$ cat config.mk
export PLATFORM = sky130hd
export DESIGN_NAME = serial_mouse_packet_encoder
export DESIGN_NICKNAME = d
export VERILOG_FILES = /design/src/design/smpe_pkg.sv /design/src/design/serial_mouse_packet_encoder.sv
export SDC_FILE = /design/constraint.sdc
export NUM_CORES = 1
export LEC_CHECK = 0
export ABC_AREA = 1
export BUFFER_PORTS_ARGS = -buffer_cell sky130_fd_sc_hd__buf_4
export CORE_ASPECT_RATIO = 1.4
export CORE_MARGIN = 2
export CORE_UTILIZATION = 55
export CTS_BUF_LIST = sky130_fd_sc_hd__clkbuf_8
export CTS_CLUSTER_DIAMETER = 30
export CTS_CLUSTER_SIZE = 16
export DETAILED_ROUTE_END_ITERATION = 10
export PLACE_DENSITY = 0.78
export SYNTH_ARGS = -nofsm -noshare
export SYNTH_HDL_FRONTEND = slang
export SYNTH_SLANG_ARGS = --single-unit
$ cat constraint.sdc
create_clock -name clk -period 3.41 [get_ports clk]
set_input_delay 0 -clock clk [delete_from_list [all_inputs] [get_ports clk]]
set_output_delay 0 -clock clk [all_outputs]
set_load 0.005 [all_outputs]
$ cat src/design/smpe_pkg.sv
// Shared format codes, register indexes and helper functions for the mouse packet encoder
package smpe_pkg;

    // report format codes
    localparam logic [3:0] FMT_BP1_ABS = 4'd0;
    localparam logic [3:0] FMT_BP1_REL = 4'd1;
    localparam logic [3:0] FMT_MM      = 4'd2;
    localparam logic [3:0] FMT_PB3     = 4'd3;
    localparam logic [3:0] FMT_PB5     = 4'd4;
    localparam logic [3:0] FMT_MS      = 4'd5;
    localparam logic [3:0] FMT_HEX     = 4'd6;
    localparam logic [3:0] FMT_MS4     = 4'd7;
    localparam logic [3:0] FMT_WHEEL   = 4'd8;

    // configuration register indexes
    localparam logic REG_FORMAT  = 1'b0;
    localparam logic REG_BUTTONS = 1'b1;

    // reset values of the configuration registers
    localparam logic [3:0] FORMAT_RESET  = FMT_MS;
    localparam logic [2:0] BUTTONS_RESET = 3'd2;

    localparam int PKT_MAX = 5;

    typedef logic [7:0] pkt_byte_t;

    // clamp a 13-bit signed value into [lo, hi] and return its low byte
    function automatic pkt_byte_t sat_byte(input logic signed [12:0] v,
                                           input logic signed [12:0] lo,
                                           input logic signed [12:0] hi);
        logic signed [12:0] r;
        if (v < lo)
            r = lo;
        else if (v > hi)
            r = hi;
        else
            r = v;
        return r[7:0];
    endfunction

    // uppercase ascii hex digit of a nibble
    function automatic pkt_byte_t hex_digit(input logic [3:0] d);
        pkt_byte_t r;
        if (d < 4'd10)
            r = 8'h30 + {4'h0, d};
        else
            r = 8'h41 + {4'h0, d} - 8'd10;
        return r;
    endfunction

endpackage

$ cat src/design/serial_mouse_packet_encoder.sv
// Serial mouse packet encoder: formats one report into a 3 to 5 byte packet, or none for an unknown format
// The first byte of a packet is offered in the cycle after its request is accepted.
// A packet is sent one byte per cycle on the byte channel while out_ready is high; the
// next request is taken in the cycle the last byte is delivered, and a request in an
// unknown format sends nothing and leaves the encoder ready for the next request.
// Reset: no packet pending, report_format = 5, button_count = 2.
module serial_mouse_packet_encoder (
    input  logic               clk,
    input  logic               rst_n,
    // configuration write port
    input  logic               cfg_we,
    input  logic               cfg_index,
    input  logic [3:0]         cfg_data,
    // request channel
    input  logic               in_valid,
    output logic               in_ready,
    input  logic signed [11:0] move_x,
    input  logic signed [11:0] move_y,
    input  logic signed [3:0]  move_z,
    input  logic [2:0]         button_bits,
    input  logic               middle_toggled,
    // byte channel
    output logic               out_valid,
    input  logic               out_ready,
    output logic [7:0]         packet_byte,
    output logic               final_byte
);

    logic [3:0] format_reg;
    logic [2:0] buttons_reg;

    smpe_pkg::pkt_byte_t pkt_reg [smpe_pkg::PKT_MAX];
    smpe_pkg::pkt_byte_t pkt_next [smpe_pkg::PKT_MAX];
    logic [2:0]          last_reg;
    logic [2:0]          last_next;
    logic [2:0]          idx_reg;
    logic                valid_reg;
    logic                has_bytes;

    logic signed [12:0] x13;
    logic signed [12:0] y13;
    logic signed [12:0] yneg13;
    logic signed [4:0]  zneg5;
    logic [11:0]        bp_y;
    logic [3:0]         ms_z;
    logic [7:0]         x128;
    logic [7:0]         y128;
    logic [7:0]         yn128;
    logic [7:0]         x127;
    logic [7:0]         yn127;
    logic [7:0]         x127_abs;
    logic [7:0]         yn127_abs;
    logic               left;
    logic               right;
    logic               mid;
    logic               mid_en;
    logic               take;
    logic               done;
    logic               accept;

    // configuration registers
    always_ff @(posedge clk or negedge rst_n)
    begin
        if (!rst_n)
        begin
            format_reg  <= smpe_pkg::FORMAT_RESET;
            buttons_reg <= smpe_pkg::BUTTONS_RESET;
        end
        else if (cfg_we)
        begin
            unique case (cfg_index)
                smpe_pkg::REG_FORMAT:  format_reg  <= cfg_data;
                smpe_pkg::REG_BUTTONS: buttons_reg <= cfg_data[2:0];
                default:               format_reg  <= format_reg;
            endcase
        end
    end

    // saturated and negated deltas
    assign left   = button_bits[0];
    assign right  = button_bits[1];
    assign mid    = button_bits[2];
    assign mid_en = buttons_reg >= 3'd3;

    assign x13    = {move_x[11], move_x};
    assign y13    = {move_y[11], move_y};
    assign yneg13 = -y13;
    assign zneg5  = -{move_z[3], move_z};

    assign bp_y  = (yneg13 > 13'sd2047) ? 12'h7ff : yneg13[11:0];
    assign ms_z  = (zneg5 > 5'sd7) ? 4'h7 : zneg5[3:0];
    assign x128  = smpe_pkg::sat_byte(x13, -13'sd128, 13'sd127);
    assign y128  = smpe_pkg::sat_byte(y13, -13'sd128, 13'sd127);
    assign yn128 = smpe_pkg::sat_byte(yneg13, -13'sd128, 13'sd127);
    assign x127  = smpe_pkg::sat_byte(x13, -13'sd127, 13'sd127);
    assign yn127 = smpe_pkg::sat_byte(yneg13, -13'sd127, 13'sd127);

    assign x127_abs  = x127[7] ? (8'd0 - x127) : x127;
    assign yn127_abs = yn127[7] ? (8'd0 - yn127) : yn127;

    // packet assembly for the selected format
    always_comb
    begin
        for (int k = 0; k < smpe_pkg::PKT_MAX; k++)
            pkt_next[k] = 8'h00;
        last_next = 3'd0;
        has_bytes = 1'b1;
        unique case (format_reg)
            smpe_pkg::FMT_BP1_ABS, smpe_pkg::FMT_BP1_REL:
            begin
                pkt_next[0] = {3'b100, left, mid_en & mid, right, 2'b00};
                pkt_next[1] = {2'b00, move_x[5:0]};
                pkt_next[2] = {2'b00, move_x[11:6]};
                pkt_next[3] = {2'b00, bp_y[5:0]};
                pkt_next[4] = {2'b00, bp_y[11:6]};
                last_next   = 3'd4;
            end
            smpe_pkg::FMT_MM:
            begin
                pkt_next[0] = {3'b100, ~x127[7], ~yn127[7], left, mid_en & mid, right};
                pkt_next[1] = {1'b0, x127_abs[6:0]};
                pkt_next[2] = {1'b0, yn127_abs[6:0]};
                last_next   = 3'd2;
            end
            smpe_pkg::FMT_PB3:
            begin
                pkt_next[0] = {5'b10000, left, mid_en & mid, right};
                pkt_next[1] = x128;
                pkt_next[2] = yn128;
                last_next   = 3'd2;
            end
            smpe_pkg::FMT_PB5:
            begin
                pkt_next[0] = {5'b10000, ~left, ~(mid_en & mid), ~right};
                pkt_next[1] = x128;
                pkt_next[2] = yn128;
                pkt_next[3] = x128;
                pkt_next[4] = yn128;
                last_next   = 3'd4;
            end
            smpe_pkg::FMT_MS, smpe_pkg::FMT_MS4, smpe_pkg::FMT_WHEEL:
            begin
                pkt_next[0] = {2'b01, left, right, y128[7:6], x128[7:6]};
                pkt_next[1] = {2'b00, x128[5:0]};
                pkt_next[2] = {2'b00, y128[5:0]};
                last_next   = 3'd2;
                // optional fourth byte: middle button or wheel
                if (buttons_reg == 3'd3)
                begin
                    if (format_reg == smpe_pkg::FMT_MS)
                    begin
                        if (mid)
                        begin
                            pkt_next[3] = 8'h20;
                            last_next   = 3'd3;
                        end
                    end
                    else if (middle_toggled)
                    begin
                        pkt_next[3] = 8'h00;
                        last_next   = 3'd3;
                    end
                end
                else if (buttons_reg == 3'd4)
                begin
                    pkt_next[3] = {3'b000, mid, ms_z};
                    last_next   = 3'd3;
                end
            end
            smpe_pkg::FMT_HEX:
            begin
                pkt_next[0] = smpe_pkg::hex_digit({1'b0, left, mid_en & mid, right});
                pkt_next[1] = smpe_pkg::hex_digit(x128[7:4]);
                pkt_next[2] = smpe_pkg::hex_digit(x128[3:0]);
                pkt_next[3] = smpe_pkg::hex_digit(yn128[7:4]);
                pkt_next[4] = smpe_pkg::hex_digit(yn128[3:0]);
                last_next   = 3'd4;
            end
            default:
            begin
                // unknown format sends nothing
                has_bytes = 1'b0;
            end
        endcase
    end

    // handshake
    assign take     = valid_reg && out_ready;
    assign done     = take && (idx_reg == last_reg);
    assign in_ready = !valid_reg || done;
    assign accept   = in_valid && in_ready;

    // packet control
    always_ff @(posedge clk or negedge rst_n)
    begin
        if (!rst_n)
        begin
            valid_reg <= 1'b0;
            idx_reg   <= 3'd0;
        end
        else if (accept)
        begin
            valid_reg <= has_bytes;
            idx_reg   <= 3'd0;
        end
        else if (done)
        begin
            valid_reg <= 1'b0;
        end
        else if (take)
        begin
            idx_reg <= idx_reg + 3'd1;
        end
    end

    // packet payload
    always_ff @(posedge clk)
    begin
        if (accept && has_bytes)
        begin
            pkt_reg  <= pkt_next;
            last_reg <= last_next;
        end
    end

    assign out_valid   = valid_reg;
    assign packet_byte = pkt_reg[idx_reg];
    assign final_byte  = idx_reg == last_reg;

    // checks
    a_idx_in_range: assert property (@(posedge clk) disable iff (!rst_n)
        valid_reg |-> idx_reg <= last_reg)
        else $error("byte index beyond packet end");

    a_len_legal: assert property (@(posedge clk) disable iff (!rst_n)
        valid_reg |-> (last_reg == 3'd2 || last_reg == 3'd3 || last_reg == 3'd4))
        else $error("packet length outside 3 to 5 bytes");

    a_advance: assert property (@(posedge clk) disable iff (!rst_n)
        (take && !done) |=> (valid_reg && idx_reg == $past(idx_reg) + 3'd1))
        else $error("byte index did not advance after delivery");

    a_idle_ready: assert property (@(posedge clk) disable iff (!rst_n)
        !valid_reg |-> in_ready)
        else $error("request refused while no packet pending");

endmodule
==> summary.md, run 1 <==
| Metric | Value |
|---|---|
| Status | completed |
| TritonCTS Buffers | 5 |
| Most used routing layer | met2 |
| Final Util | 65.8% |
| FF/Latch Area | 0.00157 mm2 |
| Commonest non-fill, non-tap cells in the layout | nand2_1, inv_1, buf_4 |
| Synthesized Nets | 660 |
| Commonest non-fill, non-tap cell in the layout | nand2_1 |
| Ratio of total power to cell area | 497 mW/mm2 |
| Comb pwr share | 42.7% |
| CTS H-Tree Depth | 2 |
| Layout area overhead | 16.0% |
| Met1 usage | 36.1% |
| Total track usage | 31.3% |
| Post_cts resized | 0 |
| WS Path Type | reg -> reg |
| Core area | 0.00780 mm2 |
| Synth warn | 0 |
| Placed Cells | 751 |
| Unrepaired setup endpoints after global routing | no |
| Die area | 0.00879 mm2 |
| Post-synth EDFFs | 43 |
| Main flop type after synthesis | edfxtp_1 |
| Cell Rows | 38 |
| Remaining Overflow, GRT | 0 |
| DRC | 0 |
| Crit path buf inv count | 5 |
| Placer Congestion | 0.936 |
| Cell area after layout | 0.00513 mm2 |
| Layout Nets | 715 |
| Reg2reg start | format_reg[0] |
| TritonRoute pass-1 iters | 5 |
| Period utilization | 76.1% |
| Unique cell type count in the Yosys netlist | 48 |
| Relative slew margins | 58.0% |
| Largest register FFs | 40 |
| Startpoint type of the worst setup path | flip-flop |
| Final non-filler cell total | 764 |
| Hold Path End | out_valid |
| Data arrival time of the critical path | 2.65 ns |
| Initial core utilization | 56.7% |
| Period minus WS final | 2.60 ns |
| Measured slew at the worst slew-check pin | 0.624 ns |
| Slew Viols, Final | 0 |
| Fillers | 699 |
| Diode count | 0 |
| CTS root buf | clkbuf_8 |
| Die W | 79.8 um |
| Grt met2 use | 57.3% |
| Initial antenna violation count | 0 |
| Crit path capture type | flip-flop |
| Crit-path cells | nor2_1 -> nand2_1 -> buf_4 -> inv_1 -> a21oi_1 -> buf_4 -> inv_1 -> nor2_1 -> inv_1 -> a22oi_1 -> o211ai_1 |
| Fmax | 0.385 GHz |
| Worst Skew | 0.00432 ns |
| Worst vdd ir | 0.360 mV |
| Reg clk slew, reported paths | 0.09 ns |
| PortBufs | 52 |
| Setup total negative slack | 0 ns |
| # IOs | 53 |
| Placed Area | 0.00494 mm2 |
| Switching pwr | 934 uW |
| Worst min-delay path class | in -> reg |
| Dpl hpwl | 10100 um |
| R2R setup slack | 0.81 ns |
| CTS tree | yes |
| Seq/Total Area, Yosys | 35.5% |
| Most common cell type on the critical path | inv_1 |
| Global-route wire length before repair | 21000 um |
| Total power | 2.55 mW |
| CP max-delay cell | dfstp_2 |
| CP Max Fanout | 13 |
| Final hold viol count | 0 |
| Post-Synthesis Cells | 608 |
| Number of max-cap violations | 0 |
| Area of the multi-input gates | 0.00246 mm2 |
| Clock network fraction of total power | 20.3% |
| Die height | 110 um |
| Drt total wl | 12900 um |
| Sequential Power Share | 37.0% |
| Min-delay src | out_ready |
| Worst Path Required | 3.46 ns |
| Cell-internal power | 1.62 mW |
| Via density | 5.89 |
| Vias in the first global route | 4261 |
| Share of cells above drive strength 1 | 19.0% |
| Via count | 4500 |
| Reg2reg end | pkt_reg[27] |
| Reg2reg path depth | 11 |
| GRT met3 Usage | 4.15% |
| Clk sinks | 54 |
| Hold depth | 4 |
| Asr flop ratio synth | 20.4% |
| Drt initial violations | 356 |
| Post-Syn Area per Cell | 7.27 um2 |
| Wire per inst | 16.9 um |
| Synth Cell Area | 0.00442 mm2 |
| ANT nets after route | 0 |
| Clock buffer depth | 2 |
| #FFs+latches synth | 54 |
| Sw frac | 36.6% |
| CP delay by family, top | buffers and inverters |
| Setup violations, final | 0 |
| Crit path largest cell delay | 0.60 ns |
| Clock latency on the worst-skew pair | 0.32 ns |
| Largest net degree at the start of global routing | 27 |
| LEAKAGE | 2.28 nW |
[power by group through the flow]
stage | logic, mW | clock network, mW | registers (mW)
6_report | 1.09 | 0.518 | 0.945
4_1_cts | 1.09 | 0.524 | 0.944
5_1_grt | 1.22 | 0.549 | 0.957
3_5_place_dp | 1.08 | 0 | 0.959
2_1_floorplan | 0.692 | 0 | 0.899
3_3_place_gp | 1.05 | 0 | 0.957
[Yosys cell counts (all sizes together) (5+ instances only)]
cell type | number | area (um2)
dfrtp | 8 | 200
o221ai | 5 | 43.8
a21oi | 52 | 283
o2111ai | 5 | 43.8
nand2 | 162 | 691
o22ai | 5 | 37.5
clkbuf | 14 | 52.6
a22oi | 6 | 45.0
inv | 80 | 300
nor2 | 59 | 267
nand3 | 49 | 273
ha | 10 | 125
o21ai | 50 | 254
nand4 | 5 | 37.5
edfxtp | 43 | 1290
xor2 | 5 | 51.3
o211ai | 7 | 57.6
a221o | 8 | 80.1
nor3 | 8 | 40.0
[kinds of logic after synthesis]
kind of cell | synth area share [%]
AO/OA/AOI/OAI | 20.1
XOR/XNOR | 1.95
adder cells (fa/ha/maj) | 2.83
buffers and inverters | 9.02
flip-flops | 35.5
AND/OR/NAND/NOR | 30.6
[how the worst max path moves through the flow]
| stage | to | start | cells after the start | slack [ns] |
|---|---|---|---|---|
| after floorplan | last_reg[0] | idx_reg[1] | 8 | 0.69 |
| after global placement | pkt_reg[22] | move_y[0] | 17 | 0.83 |
| after detailed placement | pkt_reg[17] | move_y[0] | 16 | 0.74 |
| after CTS | pkt_reg[27] | format_reg[0] | 11 | 0.83 |
| after global routing | pkt_reg[27] | format_reg[0] | 11 | 0.56 |
| final | pkt_reg[27] | format_reg[0] | 11 | 0.81 |
[area by class of cell]
type	count	share of cell area [%]
Clock buffer	6	1.61
Clock inverter	2	1.17
Inverter	83	6.07
Multi-Input combinational cell	453	48.0
Sequential cell	54	30.6
Tap cell	100	2.44
Timing Repair Buffer	66	10.1
[layer usage]
| metal | vias to the layer above | wire length [um] |
|---|---|---|
| li1 | 2170 | - |
| met5 | - | 0 |
| met2 | 179 | 6690 |
| met4 | 0 | 582 |
| met3 | 40 | 774 |
| met1 | 2111 | 4870 |
[tightest hold or removal path: stages]
cell	delay [ns]
buf_4	0.09
nand2_1	0.05
nand2_1	0.08
o21ai_0	0.08
[through the flow]
step / hold WS [ns] / setup slack [ns]
global placement: -0.162 / 0.826
finish: 0.0243 / 0.814
floorplan: -0.296 / 0.692
CTS: 0.0219 / 0.831
global route: 0.0468 / 0.559
detailed placement: -0.156 / 0.740
[repair_timing]
| action | 4_1_cts | 5_1_grt |
|---|---|---|
| hold buffers | 5 | 0 |
| buffers inserted | 0 | 0 |
| endpoints found under the hold margin | 18 | 0 |
(Power assumes the default switching activity.)
==> run 2, diff against run 1 <==
==> constraint.sdc (replaced) <==
create_clock -name clk -period 2.3 [get_ports clk]
set_input_delay 0 -clock clk [delete_from_list [all_inputs] [get_ports clk]]
set_output_delay 0 -clock clk [all_outputs]
set_load 0.005 [all_outputs]
==> run 2 against run 1 <==
Compared with the run above: flip-flop and latch count stayed put; via count up 0.20%; sequential share of layout area shrank 0.44 points; register-to-register slack lost 0.62 ns; global-route usage increased by 0.13 points; final area rose by 1.5%; critical path depth down 2; cell count up 2.4%; fmax grew 23%; clock skew up 0.0037 ns; critical path type unchanged; critical endpoint is now pkt_reg[29]; largest cell class unchanged; highest routed layer unchanged.
==> summary.md, run 2 (same netlist as run 1, synthesis figures left out) <==
| Metric | Value |
|---|---|
| Status | completed |
| Core area | 0.00780 mm2 |
| WP depth | 9 |
| Diode count | 0 |
| Unrepaired setup endpoints after global routing | no |
| Initial antenna violation count | 0 |
| Dpl hpwl | 10400 um |
| DRC | 0 |
| Largest net degree at the start of global routing | 44 |
| Crit path buf inv count | 2 |
| Clk sinks | 54 |
| CP Max Fanout | 6 |
| Via density | 5.77 |
| Clock network fraction of total power | 13.8% |
| Setup violations, final | 0 |
| Initial core utilization | 56.7% |
| Hold depth | 4 |
| Total track usage | 31.5% |
| Commonest non-fill, non-tap cells in the layout | nand2_1, buf_4, inv_1 |
| Setup Buffers After CTS | 0 |
| Cell Rows | 38 |
| Sequential Power Share | 37.6% |
| Largest register FFs | 40 |
| Final Util | 66.8% |
| Layout area overhead | 17.7% |
| Measured slew at the worst slew-check pin | 0.497 ns |
| Reg clk slew, reported paths | 0.08 ns |
| Reg2reg path depth | 9 |
| Final hold viol count | 0 |
| Clock latency on the worst-skew pair | 0.32 ns |
| ANT nets after route | 0 |
| Worst Skew | 0.00800 ns |
| Die area | 0.00879 mm2 |
| TritonRoute pass-1 iters | 7 |
| Sw frac | 38.9% |
| Share of cells above drive strength 1 | 20.8% |
| Data arrival time of the critical path | 2.14 ns |
| Slew Viols, Final | 0 |
| Commonest non-fill, non-tap cell in the layout | nand2_1 |
| Ratio of total power to cell area | 686 mW/mm2 |
| Crit path capture type | flip-flop |
| # IOs | 53 |
| Wire per inst | 16.7 um |
| TritonCTS Buffers | 5 |
| Die W | 79.8 um |
| Cell-internal power | 2.18 mW |
| Final WS setup | 0.193 ns |
| Number of max-cap violations | 0 |
| Clock buffer depth | 2 |
| Setup total negative slack | 0 ns |
| CP delay by family, top | flip-flops |
| Comb pwr share | 48.5% |
| Fmax | 0.475 GHz |
| Period minus WS final | 2.11 ns |
| Startpoint type of the worst setup path | flip-flop |
| CP max-delay cell | dfstp_2 |
| Layout Nets | 733 |
| Period utilization | 91.6% |
| Remaining Overflow, GRT | 0 |
| Via count | 4509 |
| PortBufs | 52 |
| CTS tree | yes |
| Placed Cells | 769 |
| CTS H-Tree Depth | 2 |
| Relative slew margins | 66.9% |
| Final non-filler cell total | 782 |
| Switching pwr | 1.39 mW |
| Vias in the first global route | 4425 |
| Crit-path cells | nor2_1 -> nand2_1 -> inv_1 -> a21oi_1 -> inv_1 -> nor2_1 -> nor2_1 -> a21oi_1 -> o211ai_1 |
| Post-placement setup slack | -0.0570 ns |
| Worst Path Required | 2.33 ns |
| CTS root buf | clkbuf_8 |
| Placer Congestion | 0.955 |
| Drt initial violations | 336 |
| Worst min-delay path class | in -> reg |
| Global-route wire length before repair | 21100 um |
| Most common cell type on the critical path | nor2_1 |
| WS Path Type | reg -> reg |
| LEAKAGE | 2.35 nW |
| Die height | 110 um |
| Worst vdd ir | 0.721 mV |
| Drt total wl | 13000 um |
| Crit path largest cell delay | 0.60 ns |
## run 2: cell types whose count changed in the layout (fill, tap and decap cells not counted), sizes merged
cell,delta
bufinv,-2
buf,+18
clkbuf,-1
inv,+3
## run 2: final cells by class
class	count	area [um2]
clock buffer	5	68.8
tap	100	125
inverter	83	312
sequential	54	1570
clock inverter	3	11.3
timing repair buffer	84	656
multi-input combinational	453	2460
fill	712	2590
## run 2: power groups by stage
stage                     Clock [mW]  Sequential [mW]  Combinational, mW
after floorplan                    0             1.33               1.03
after global placement             0             1.36               1.67
after detailed placement           0             1.36               1.72
after CTS                      0.498             1.34               1.73
after global routing           0.534             1.36               1.91
final                          0.494             1.34               1.73
## run 2: worst register-to-register path: stages, from the launching register on
cell	delay [ns]
dfstp_2	0.60
nor2_1	0.09
nand2_1	0.10
inv_1	0.06
a21oi_1	0.19
inv_1	0.10
nor2_1	0.32
nor2_1	0.09
a21oi_1	0.13
o211ai_1	0.15
## run 2: per-stage QoR
stage / cell area, um2 / hold slack, ns / power [mW]
after floorplan: 4430 / -0.296 / 2.36
after global placement: 5070 / -0.160 / 3.03
after detailed placement: 5070 / -0.156 / 3.08
after CTS: 5200 / 0.0165 / 3.57
after global routing: 5210 / 0.0395 / 3.80
final: 5210 / 0.0239 / 3.57
## run 2: timing repair
item / in CTS / in global routing
setup endpoints to repair: 0 / 4
hold buffers: 5 / 0
resized for setup: 0 / 1
endpoints found under the hold margin: 18 / 0
## run 2: worst paths after layout
check / from / to / slack [ns]
max in group asynchronous: rst_n / format_reg[2] / 2.03
worst max register to register: format_reg[0] / pkt_reg[29] / 0.19
worst min-delay path: cfg_we / buttons_reg[1] / 0.02
worst max-delay path: format_reg[0] / pkt_reg[29] / 0.19
min in group asynchronous: rst_n / idx_reg[1] / 0.05
worst min register to register: buttons_reg[1] / buttons_reg[1] / 0.51
## run 2: metal layers
layer	part of all wire, %	track usage [%]
met3	5.8	4.15
met2	52	57.1
met1	38	35.5
met4	4.2	17.1
met5	0	0
